===== src/rtl/dasp_pkg.sv =====
// shared types and constants for the dial angle to servo pulse block
// no dependencies; compiled first
package dasp_pkg;

  localparam int DIAL_W     = 17;
  localparam int ANGLE_W    = 16;
  localparam int PULSE_W    = 16;
  localparam int TRIM_W     = 17;
  localparam int CFG_ADDR_W = 5;
  localparam int CFG_DATA_W = 32;
  localparam int REG_IDX_W  = 3;

  typedef logic signed [DIAL_W-1:0] dial_t;
  typedef logic [ANGLE_W-1:0]       angle_t;
  typedef logic [PULSE_W-1:0]       pulse_t;
  typedef logic signed [TRIM_W-1:0] trim_t;

  // register indexes, byte address is 4 * index
  localparam logic [REG_IDX_W-1:0] REG_MIN_PULSE = 3'd0;
  localparam logic [REG_IDX_W-1:0] REG_MAX_PULSE = 3'd1;
  localparam logic [REG_IDX_W-1:0] REG_TRAVEL    = 3'd2;
  localparam logic [REG_IDX_W-1:0] REG_GEAR      = 3'd3;
  localparam logic [REG_IDX_W-1:0] REG_TRIM      = 3'd4;
  localparam logic [REG_IDX_W-1:0] REG_REVERSED  = 3'd5;

  localparam pulse_t RST_MIN_PULSE = 16'd1000;
  localparam pulse_t RST_MAX_PULSE = 16'd2000;
  localparam angle_t RST_TRAVEL    = 16'd18000;
  localparam logic [15:0] RST_GEAR = 16'd256;

endpackage


===== src/rtl/dasp_if.sv =====
// valid/ready channel interfaces for dial angles in and servo pulses out
// depends on dasp_pkg
interface dasp_in_if import dasp_pkg::*; ();
  logic  valid;
  logic  ready;
  dial_t dial_centideg;
  logic  angle_unusable;

  modport source (output valid, output dial_centideg, output angle_unusable, input ready);
  modport sink   (input valid, input dial_centideg, input angle_unusable, output ready);
endinterface

interface dasp_out_if import dasp_pkg::*; ();
  logic   valid;
  logic   ready;
  pulse_t pulse_us;
  angle_t shaft_centideg;
  logic   calibration_ok;

  modport source (output valid, output pulse_us, output shaft_centideg,
                  output calibration_ok, input ready);
  modport sink   (input valid, input pulse_us, input shaft_centideg,
                  input calibration_ok, output ready);
endinterface


===== src/rtl/dasp_div.sv =====
// pipelined restoring divider, one quotient bit per register stage
// depends on dasp_pkg; divisor must stay constant while items are in flight
module dasp_div import dasp_pkg::*; #(
  parameter int NUM_W  = 34,
  parameter int DEN_W  = 17,
  parameter int QUO_W  = 16,
  parameter int SIDE_W = 1
) (
  input  logic              clk,
  input  logic              rst,
  input  logic              en,
  input  logic              in_vld,
  input  logic [NUM_W-1:0]  num,
  input  logic [DEN_W-1:0]  den,
  input  logic [SIDE_W-1:0] side_in,
  output logic              out_vld,
  output logic [QUO_W-1:0]  quo,
  output logic [SIDE_W-1:0] side_out
);

  // numerator bits above the quotient must form a value below den
  localparam int HI_W = NUM_W - QUO_W;

  logic [DEN_W-1:0]  rem  [QUO_W];
  logic [QUO_W-1:0]  low  [QUO_W];
  logic [SIDE_W-1:0] side [QUO_W];
  logic [QUO_W-1:0]  vld;

  logic [HI_W+DEN_W-1:0] hi_ext;
  logic [DEN_W:0]        den_ext;

  assign hi_ext  = {{DEN_W{1'b0}}, num[NUM_W-1:QUO_W]};
  assign den_ext = {1'b0, den};

  for (genvar k = 0; k < QUO_W; k++) begin : g_stage
    logic [DEN_W-1:0]  rem_cur;
    logic [QUO_W-1:0]  low_cur;
    logic [SIDE_W-1:0] side_cur;
    logic              vld_cur;
    logic [DEN_W:0]    trial;
    logic [DEN_W:0]    diff;
    logic              ge;

    if (k == 0) begin : g_first
      assign rem_cur  = hi_ext[DEN_W-1:0];
      assign low_cur  = num[QUO_W-1:0];
      assign side_cur = side_in;
      assign vld_cur  = in_vld;
    end else begin : g_next
      assign rem_cur  = rem[k-1];
      assign low_cur  = low[k-1];
      assign side_cur = side[k-1];
      assign vld_cur  = vld[k-1];
    end

    // shift in the next numerator bit, subtract when it fits
    assign trial = {rem_cur, low_cur[QUO_W-1]};
    assign ge    = (trial >= den_ext);
    assign diff  = trial - den_ext;

    always_ff @(posedge clk) begin
      if (rst) begin
        vld[k] <= 1'b0;
      end else if (en) begin
        vld[k] <= vld_cur;
      end
    end

    always_ff @(posedge clk) begin
      if (en) begin
        rem[k]  <= ge ? diff[DEN_W-1:0] : trial[DEN_W-1:0];
        low[k]  <= {low_cur[QUO_W-2:0], ge};
        side[k] <= side_cur;
      end
    end
  end

  assign out_vld  = vld[QUO_W-1];
  assign quo      = low[QUO_W-1];
  assign side_out = side[QUO_W-1];

endmodule


===== src/rtl/dial_angle_to_servo_pulse.sv =====
// dial angle to servo pulse: one register stage per quotient bit in the two dividers
// plus six plain stages
// throughput one transaction per cycle; the whole pipe holds while the output waits
// rst (synchronous) empties the pipe and loads the calibration registers with their
// defaults: 1000/2000 us, 18000 centidegree travel, unity gear, zero trim, not reversed
// depends on dasp_pkg, dasp_if and dasp_div
module dial_angle_to_servo_pulse import dasp_pkg::*; #(
  parameter int GEAR_FRAC_BITS = 8
) (
  input  logic                  clk,
  input  logic                  rst,
  // register port
  input  logic                  psel,
  input  logic                  penable,
  input  logic                  pwrite,
  input  logic [CFG_ADDR_W-1:0] paddr,
  input  logic [CFG_DATA_W-1:0] pwdata,
  output logic [CFG_DATA_W-1:0] prdata,
  output logic                  pready,
  // channels
  dasp_in_if.sink               dial,
  dasp_out_if.source            pulse
);

  // magnitude width of the gear division numerator dial * 2^(F+1) + gear
  localparam int NB    = GEAR_FRAC_BITS + 19;
  // shaft sum width: trim plus signed quotient with headroom
  localparam int SUM_W = NB + 2;
  // pulse division numerator 2 * pos * span + travel
  localparam int N2_W  = 2 * ANGLE_W + 2;

  // ---------------------------------------------------------------------------
  // calibration registers
  // ---------------------------------------------------------------------------
  pulse_t      min_pulse_us;
  pulse_t      max_pulse_us;
  angle_t      travel_centideg;
  logic [15:0] gear_ratio_q8;
  trim_t       trim_centideg;
  logic        reversed;

  logic [REG_IDX_W-1:0] reg_idx;
  logic                 cfg_wr;

  assign pready  = 1'b1;
  assign reg_idx = paddr[CFG_ADDR_W-1:2];
  assign cfg_wr  = psel && penable && pwrite && pready;

  always_ff @(posedge clk) begin
    if (rst) begin
      min_pulse_us    <= RST_MIN_PULSE;
      max_pulse_us    <= RST_MAX_PULSE;
      travel_centideg <= RST_TRAVEL;
      gear_ratio_q8   <= RST_GEAR;
      trim_centideg   <= '0;
      reversed        <= 1'b0;
    end else if (cfg_wr) begin
      case (reg_idx)
        REG_MIN_PULSE: min_pulse_us    <= pwdata[PULSE_W-1:0];
        REG_MAX_PULSE: max_pulse_us    <= pwdata[PULSE_W-1:0];
        REG_TRAVEL:    travel_centideg <= pwdata[ANGLE_W-1:0];
        REG_GEAR:      gear_ratio_q8   <= pwdata[15:0];
        REG_TRIM:      trim_centideg   <= pwdata[TRIM_W-1:0];
        REG_REVERSED:  reversed        <= pwdata[0];
        default: begin
          // addresses past the register list are ignored
        end
      endcase
    end
  end

  always_comb begin
    case (reg_idx)
      REG_MIN_PULSE: prdata = {{(CFG_DATA_W-PULSE_W){1'b0}}, min_pulse_us};
      REG_MAX_PULSE: prdata = {{(CFG_DATA_W-PULSE_W){1'b0}}, max_pulse_us};
      REG_TRAVEL:    prdata = {{(CFG_DATA_W-ANGLE_W){1'b0}}, travel_centideg};
      REG_GEAR:      prdata = {{(CFG_DATA_W-16){1'b0}}, gear_ratio_q8};
      REG_TRIM:      prdata = {{(CFG_DATA_W-TRIM_W){1'b0}}, trim_centideg};
      REG_REVERSED:  prdata = {{(CFG_DATA_W-1){1'b0}}, reversed};
      default:       prdata = '0;
    endcase
  end

  // the user must keep calibration written only while the pipe is empty (not enforced
  // by the block itself), so every stage can read the registers directly
  logic   cal_ok;
  pulse_t span;

  assign cal_ok = (max_pulse_us > min_pulse_us) && (travel_centideg != '0) &&
                  (gear_ratio_q8 != '0);
  assign span   = max_pulse_us - min_pulse_us;

  // ---------------------------------------------------------------------------
  // pipe control: every stage moves together when the output register is free
  // or being emptied; the input stage also fills while it is empty
  // ---------------------------------------------------------------------------
  logic en;
  logic out_vld;

  assign en = !out_vld || pulse.ready;

  // ---------------------------------------------------------------------------
  // stage a: capture the transaction
  // ---------------------------------------------------------------------------
  logic  a_vld;
  dial_t a_dial;
  logic  a_unusable;

  assign dial.ready = en || !a_vld;

  always_ff @(posedge clk) begin
    if (rst) begin
      a_vld <= 1'b0;
    end else if (dial.ready) begin
      a_vld <= dial.valid;
    end
  end

  always_ff @(posedge clk) begin
    if (dial.ready) begin
      a_dial     <= dial.dial_centideg;
      a_unusable <= dial.angle_unusable;
    end
  end

  // numerator dial * 2^(F+1) + gear, signed; floor division of a negative
  // value uses floor(n/d) = ~floor(~n/d) on the one's complement
  logic [NB:0]   n1;
  logic          n1_neg;
  logic [NB:0]   n1_mag;
  logic [16:0]   den1;

  assign n1     = ({{(NB+1-DIAL_W){a_dial[DIAL_W-1]}}, a_dial} << (GEAR_FRAC_BITS + 1)) +
                  {{(NB+1-16){1'b0}}, gear_ratio_q8};
  assign n1_neg = n1[NB];
  assign n1_mag = n1_neg ? {1'b0, ~n1[NB-1:0]} : {1'b0, n1[NB-1:0]};
  assign den1   = {gear_ratio_q8, 1'b0};

  // ---------------------------------------------------------------------------
  // gear division, one quotient bit per stage
  // ---------------------------------------------------------------------------
  logic          d1_vld;
  logic [NB-1:0] d1_quo;
  logic [1:0]    d1_side;

  dasp_div #(
    .NUM_W  (NB + 1),
    .DEN_W  (17),
    .QUO_W  (NB),
    .SIDE_W (2)
  ) u_gear_div (
    .clk      (clk),
    .rst      (rst),
    .en       (en),
    .in_vld   (a_vld),
    .num      (n1_mag),
    .den      (den1),
    .side_in  ({a_unusable, n1_neg}),
    .out_vld  (d1_vld),
    .quo      (d1_quo),
    .side_out (d1_side)
  );

  // ---------------------------------------------------------------------------
  // stage b: add trim and clamp to 0..travel
  // ---------------------------------------------------------------------------
  logic [NB:0]      q_s;
  logic [SUM_W-1:0] shaft_sum;
  logic             sum_neg;
  logic             sum_over;
  angle_t           shaft_clamped;

  assign q_s       = d1_side[0] ? ~{1'b0, d1_quo} : {1'b0, d1_quo};
  // unusable angle: trim alone
  assign shaft_sum = {{(SUM_W-TRIM_W){trim_centideg[TRIM_W-1]}}, trim_centideg} +
                     (d1_side[1] ? {SUM_W{1'b0}} : {q_s[NB], q_s});
  assign sum_neg   = shaft_sum[SUM_W-1];
  assign sum_over  = shaft_sum > {{(SUM_W-ANGLE_W){1'b0}}, travel_centideg};

  always_comb begin
    if (sum_neg) begin
      shaft_clamped = '0;
    end else if (sum_over) begin
      shaft_clamped = travel_centideg;
    end else begin
      shaft_clamped = shaft_sum[ANGLE_W-1:0];
    end
  end

  logic   b_vld;
  angle_t b_shaft;

  always_ff @(posedge clk) begin
    if (rst) begin
      b_vld <= 1'b0;
    end else if (en) begin
      b_vld <= d1_vld;
    end
  end

  always_ff @(posedge clk) begin
    if (en) begin
      b_shaft <= shaft_clamped;
    end
  end

  // ---------------------------------------------------------------------------
  // stage c: mirror within travel when reversed
  // ---------------------------------------------------------------------------
  logic   c_vld;
  angle_t c_shaft;
  angle_t c_pos;

  always_ff @(posedge clk) begin
    if (rst) begin
      c_vld <= 1'b0;
    end else if (en) begin
      c_vld <= b_vld;
    end
  end

  always_ff @(posedge clk) begin
    if (en) begin
      c_shaft <= b_shaft;
      c_pos   <= reversed ? (travel_centideg - b_shaft) : b_shaft;
    end
  end

  // ---------------------------------------------------------------------------
  // stage d: pos * span, 16 x 16
  // ---------------------------------------------------------------------------
  logic                 d_vld;
  angle_t               d_shaft;
  logic [2*ANGLE_W-1:0] d_prod;

  always_ff @(posedge clk) begin
    if (rst) begin
      d_vld <= 1'b0;
    end else if (en) begin
      d_vld <= c_vld;
    end
  end

  always_ff @(posedge clk) begin
    if (en) begin
      d_shaft <= c_shaft;
      d_prod  <= {{ANGLE_W{1'b0}}, c_pos} * {{(2*ANGLE_W-PULSE_W){1'b0}}, span};
    end
  end

  // ---------------------------------------------------------------------------
  // stage e: rounding numerator 2 * prod + travel
  // ---------------------------------------------------------------------------
  logic            e_vld;
  angle_t          e_shaft;
  logic [N2_W-1:0] e_num;

  always_ff @(posedge clk) begin
    if (rst) begin
      e_vld <= 1'b0;
    end else if (en) begin
      e_vld <= d_vld;
    end
  end

  always_ff @(posedge clk) begin
    if (en) begin
      e_shaft <= d_shaft;
      e_num   <= {1'b0, d_prod, 1'b0} + {{(N2_W-ANGLE_W){1'b0}}, travel_centideg};
    end
  end

  // ---------------------------------------------------------------------------
  // pulse division by 2 * travel; pos <= travel keeps the quotient within span,
  // so 16 quotient bits are enough
  // ---------------------------------------------------------------------------
  logic   d2_vld;
  pulse_t d2_quo;
  angle_t d2_shaft;

  dasp_div #(
    .NUM_W  (N2_W),
    .DEN_W  (ANGLE_W + 1),
    .QUO_W  (PULSE_W),
    .SIDE_W (ANGLE_W)
  ) u_pulse_div (
    .clk      (clk),
    .rst      (rst),
    .en       (en),
    .in_vld   (e_vld),
    .num      (e_num),
    .den      ({travel_centideg, 1'b0}),
    .side_in  (e_shaft),
    .out_vld  (d2_vld),
    .quo      (d2_quo),
    .side_out (d2_shaft)
  );

  // ---------------------------------------------------------------------------
  // output register: offset by min, clamp to max, zero on bad calibration
  // ---------------------------------------------------------------------------
  logic [PULSE_W:0] pulse_sum;
  pulse_t           pulse_clamped;

  assign pulse_sum     = {1'b0, min_pulse_us} + {1'b0, d2_quo};
  assign pulse_clamped = (pulse_sum > {1'b0, max_pulse_us}) ? max_pulse_us :
                         pulse_sum[PULSE_W-1:0];

  pulse_t out_pulse;
  angle_t out_shaft;
  logic   out_ok;

  always_ff @(posedge clk) begin
    if (rst) begin
      out_vld <= 1'b0;
    end else if (en) begin
      out_vld <= d2_vld;
    end
  end

  always_ff @(posedge clk) begin
    if (en) begin
      out_pulse <= cal_ok ? pulse_clamped : '0;
      out_shaft <= cal_ok ? d2_shaft : '0;
      out_ok    <= cal_ok;
    end
  end

  assign pulse.valid          = out_vld;
  assign pulse.pulse_us       = out_pulse;
  assign pulse.shaft_centideg = out_shaft;
  assign pulse.calibration_ok = out_ok;

endmodule


===== src/flat_wrapper.sv =====
// flat-port wrapper written by rule: the top's interface ports become plain ports
module dial_angle_to_servo_pulse_flat import dasp_pkg::*;
#(
  parameter int GEAR_FRAC_BITS = 8
)
  (clk, rst, psel, penable, pwrite, paddr, pwdata, prdata, pready, dial_valid, dial_dial_centideg, dial_angle_unusable, dial_ready, pulse_valid, pulse_pulse_us, pulse_shaft_centideg, pulse_calibration_ok, pulse_ready);
  dasp_in_if dial_i ();
  dasp_out_if pulse_i ();
  input  logic clk;
  input  logic rst;
  input  logic psel;
  input  logic penable;
  input  logic pwrite;
  input  logic [CFG_ADDR_W-1:0] paddr;
  input  logic [CFG_DATA_W-1:0] pwdata;
  output logic [CFG_DATA_W-1:0] prdata;
  output logic pready;
  input wire logic [$bits(dial_i.valid)-1:0] dial_valid;
  input wire logic [$bits(dial_i.dial_centideg)-1:0] dial_dial_centideg;
  input wire logic [$bits(dial_i.angle_unusable)-1:0] dial_angle_unusable;
  output wire logic [$bits(dial_i.ready)-1:0] dial_ready;
  output wire logic [$bits(pulse_i.valid)-1:0] pulse_valid;
  output wire logic [$bits(pulse_i.pulse_us)-1:0] pulse_pulse_us;
  output wire logic [$bits(pulse_i.shaft_centideg)-1:0] pulse_shaft_centideg;
  output wire logic [$bits(pulse_i.calibration_ok)-1:0] pulse_calibration_ok;
  input wire logic [$bits(pulse_i.ready)-1:0] pulse_ready;
  assign dial_i.valid = dial_valid;
  assign dial_i.dial_centideg = dial_dial_centideg;
  assign dial_i.angle_unusable = dial_angle_unusable;
  assign dial_ready = dial_i.ready;
  assign pulse_valid = pulse_i.valid;
  assign pulse_pulse_us = pulse_i.pulse_us;
  assign pulse_shaft_centideg = pulse_i.shaft_centideg;
  assign pulse_calibration_ok = pulse_i.calibration_ok;
  assign pulse_i.ready = pulse_ready;
  dial_angle_to_servo_pulse #(.GEAR_FRAC_BITS(GEAR_FRAC_BITS)) u_core (.clk(clk), .rst(rst), .psel(psel), .penable(penable), .pwrite(pwrite), .paddr(paddr), .pwdata(pwdata), .prdata(prdata), .pready(pready), .dial(dial_i), .pulse(pulse_i));
endmodule

===== config.mk =====
export PLATFORM = sky130hd
export DESIGN_NAME = dial_angle_to_servo_pulse_flat
export DESIGN_NICKNAME = d
export VERILOG_FILES = /design/src/rtl/dasp_pkg.sv /design/src/rtl/dasp_if.sv /design/src/rtl/dasp_div.sv /design/src/rtl/dial_angle_to_servo_pulse.sv /design/src/flat_wrapper.sv
export SDC_FILE = /design/constraint.sdc
export NUM_CORES = 2
export LEC_CHECK = 0
export ABC_AREA = 1
export BUFFER_PORTS_ARGS = -buffer_cell sky130_fd_sc_hd__buf_2
export CAP_MARGIN = 40
export CORE_ASPECT_RATIO = 0.9
export CORE_MARGIN = 5
export CORE_UTILIZATION = 62
export CTS_BUF_LIST = sky130_fd_sc_hd__clkbuf_16
export CTS_CLUSTER_SIZE = 14
export DETAILED_ROUTE_END_ITERATION = 6
export PLACE_DENSITY = 0.76
export RECOVER_POWER = 25
export SLEW_MARGIN = 10
export SYNTH_ARGS = -nofsm -noshare
export SYNTH_HDL_FRONTEND = slang
export SYNTH_SLANG_ARGS = --single-unit

===== constraint.sdc =====
create_clock -name clk -period 90.6 [get_ports clk]
set_input_delay 0 -clock clk [delete_from_list [all_inputs] [get_ports clk]]
set_output_delay 0 -clock clk [all_outputs]
set_load 0.005 [all_outputs]

==> metrics.cfg <==
[die]
rows = 155
die_w_um = 481
coreArea_um2 = 199000
start_util_pct = 62.4
io_pins = 130
design.die.area_um2 = 209000
die_h_um = 434

[critical_path]
end_kind = flip-flop
crit_buf_inv = 6
cpLargestDelayFamily = adder cells
crit_slowest_cell = fa_1
worstPathRequired_ns = 91.18
cp.arrival_ns = 9.09
crit_path_start_kind = flip-flop
crit_type = flip-flop to flip-flop
crit_path_max_fanout = 10
slowest_delay_ns = 0.65
path_common_cell = fa_1

[timing]
fmax_ghz = 0.117
tns_ns = 0
timing.slew.headroom_pct = 24.8
final_max_slew_viol_count = 0
post-route-period-util_pct = 9.40
setup-violations-final = 0
rsz0062_at_grt = false
tightest_slew_ns = 1.13
fin_crit_ns = 8.51
clock_skew_ns = 0.0685
hold_viol = 0

[synth]
synth_cells = 11526
yosysWarnings = 0
synth_area_per_cell_um2 = 10.7
ys_ff_latch = 2318
netlist-cell-type-count = 62
synth-edff-count = 2187
ys_seq_area_share_pct = 55.1
async_reset_ff_share_pct = 0
synth-main-ff-cell = edfxtp_1
synth_area_um2 = 124000

[placed_design]
placed_area_um2 = 128000
place.gp.congestion = 0.971
post-place-cells = 14194
dp.final_hpwl_um = 216000
port_buffers = 96

[clock_network]
numCtsBuffers = 224
clk_latency_ns = 0.89
cts_buffer_depth = 3
htreeDepth = 4
clock-sinks = 2318
cts_tree = built
cts_root_buf = clkbuf_16
path_clk_slew_ns = 0.06
cts_setup_buffers = 0

[grt]
grt_pass1_vias = 83526
grt_overflow = 0
grt_util_all_layers_pct = 29.5
grt_max_degree = 209
grt_first_pass_wirelength_um = 474000
grt_antenna_before_repair = 13

[power]
ir_worst_vdd_uv = 28.3
power_leakage_nw = 58.0
pwr_density_cell_nw_per_um2 = 34.3

[cells_and_area]
finalInstanceArea_um2 = 136000
drive_gt1_share_pct = 5.26
area_growth_pct = 10.1
final_cell_count_no_fill = 14710
final_cell_mix = edfxtp_1 (2187), nand2_1 (1737), inv_1 (1206), a21oi_1 (1190), nor2_1 (1136)
final_common_cell = edfxtp_1
fin_nets = 13057
fillerInstances = 14594

[drt]
via_per_inst = 5.85
wirelength_um = 309000
vias = 85990
drt_iter0_markers = 7652
firstDrtPassIters = 7
antenna_left = 0
wire_per_inst_um = 21.0
drc = 0

[outcome]
status = finished clean

[min_path]
hold_class = input port to flip-flop

[flow_run]
maxCapViolations = 0

==> report_power, final <==
group	leakage (nW)	switching, mW	internal [mW]
clock network	3.70	0.416	0.505
logic	30.0	1.23	0.734
registers	24.2	0.178	1.62
total	58.0	1.82	2.86
==> metal layers <==
layer  vias to the layer above  GRT usage [%]  part of all wire [%]
met5                         -              0                 0.014
met4                         6           8.95                   3.4
met3                       586           4.92                   7.2
met2                      3065           47.7                    46
met1                     41285           41.3                    43
li1                      41048              -                     -
==> synth_stat cells (44+ instances only) <==
library cell	count	share of area (%)
a21boi_0	92	0.56
a21oi_1	1190	4.8
buf_2	52	0.21
clkbuf_1	148	0.45
dfxtp_1	131	2.1
edfxtp_1	2187	53
fa_1	240	3.9
ha_1	907	9.2
inv_1	1173	3.6
nand2_1	1737	5.3
nand3_1	213	0.86
nand4_1	98	0.49
nor2_1	1137	3.4
nor3_1	146	0.59
o211ai_1	67	0.41
o21a_1	44	0.27
o21ai_0	811	3.3
o31ai_1	75	0.45
xnor2_1	305	2.2
xor2_1	406	2.9
==> sequential cells by signal, indices dropped and copies added, names as in the netlist, 17 cells and up <==
| name | count |
|---|---|
| u_core.trim_centideg | 17 |
| u_core.e_num | 33 |
| u_core.d_prod | 32 |
| u_core.u_pulse_div.side | 256 |
| u_core.a_dial | 17 |
| u_core.u_pulse_div.low | 256 |
| u_core.u_gear_div.low | 729 |
| u_core.u_gear_div.side | 54 |
| u_core.u_pulse_div.rem | 255 |
| u_core.u_gear_div.rem | 441 |
| u_core.u_gear_div.g_stage.vld_cur | 26 |
==> per-stage QoR <==
stage	hold slack (ns)	power, mW	setup WS [ns]	util (%)
2_1_floorplan	0.0989	3.18	28.09	-
3_3_place_gp	0.177	3.66	82.51	64.2
3_5_place_dp	0.178	3.72	82.40	64.5
4_1_cts	0.0120	4.67	82.34	68.6
5_1_grt	0.0330	5.02	81.83	68.7
6_report	0.0802	4.68	82.09	68.7
==> area by class of cell <==
| cell class | instances | area, µm² | area share, % |
|---|---|---|---|
| Clock inverter | 188 | 1680 | 1.23 |
| Timing Repair Buffer | 308 | 2730 | 2.00 |
| Sequential cell | 2318 | 68300 | 50.1 |
| Antenna cell | 6 | 15.0 | 0.0110 |
| Clock buffer | 225 | 5630 | 4.13 |
| Multi-Input combinational cell | 7798 | 50200 | 36.8 |
| Inverter | 1198 | 4510 | 3.30 |
| Tap cell | 2669 | 3340 | 2.45 |
==> worst paths after layout <==
| kind | start | endpoint | slack, ns | cells past startpoint |
|---|---|---|---|---|
| max | u_core.max_pulse_us[0]$_SDFFE_PP0P_ | u_core.d_prod[26]$_DFFE_PP_ | 82.09 | 31 |
| min reg2reg | u_core.u_pulse_div.low[1][66]$_DFFE_PP_ | u_core.u_pulse_div.low[1][83]$_DFFE_PP_ | 0.36 | 0 |
| min | pwdata[8] | u_core.min_pulse_us[8]$_SDFFE_PP1P_ | 0.08 | 4 |
| max reg2reg | u_core.max_pulse_us[0]$_SDFFE_PP0P_ | u_core.d_prod[26]$_DFFE_PP_ | 82.09 | 31 |
==> repair_timing <==
action,in CTS,in global routing
gates resized for setup,0,0
hold buffers,92,0
endpoints found under the hold margin,147,0
==> worst register-to-register path, delay by kind of cell, from the launching register on <==
| family | cells | cell delay (ns) |
|---|---|---|
| adder cells (fa/ha/maj) | 9 | 4.24 |
| AO/OA/AOI/OAI | 8 | 1.42 |
| AND/OR/NAND/NOR | 7 | 1.07 |
| buffers and inverters | 6 | 0.94 |
| flip-flops | 1 | 0.41 |
| XOR/XNOR | 1 | 0.17 |
==> kinds of logic after synthesis <==
family	share of synthesized area [%]
buffers and inverters	4.46
adders and majority gates	13.0
muxes	0.00909
other	0.00606
xor gates and xnor gates	5.04
and+or+nand+nor	11.3
DFF	55.1
AOI/OAI and AO/OA	11.0
No activity file was read; power rests on OpenSTA's default activity.
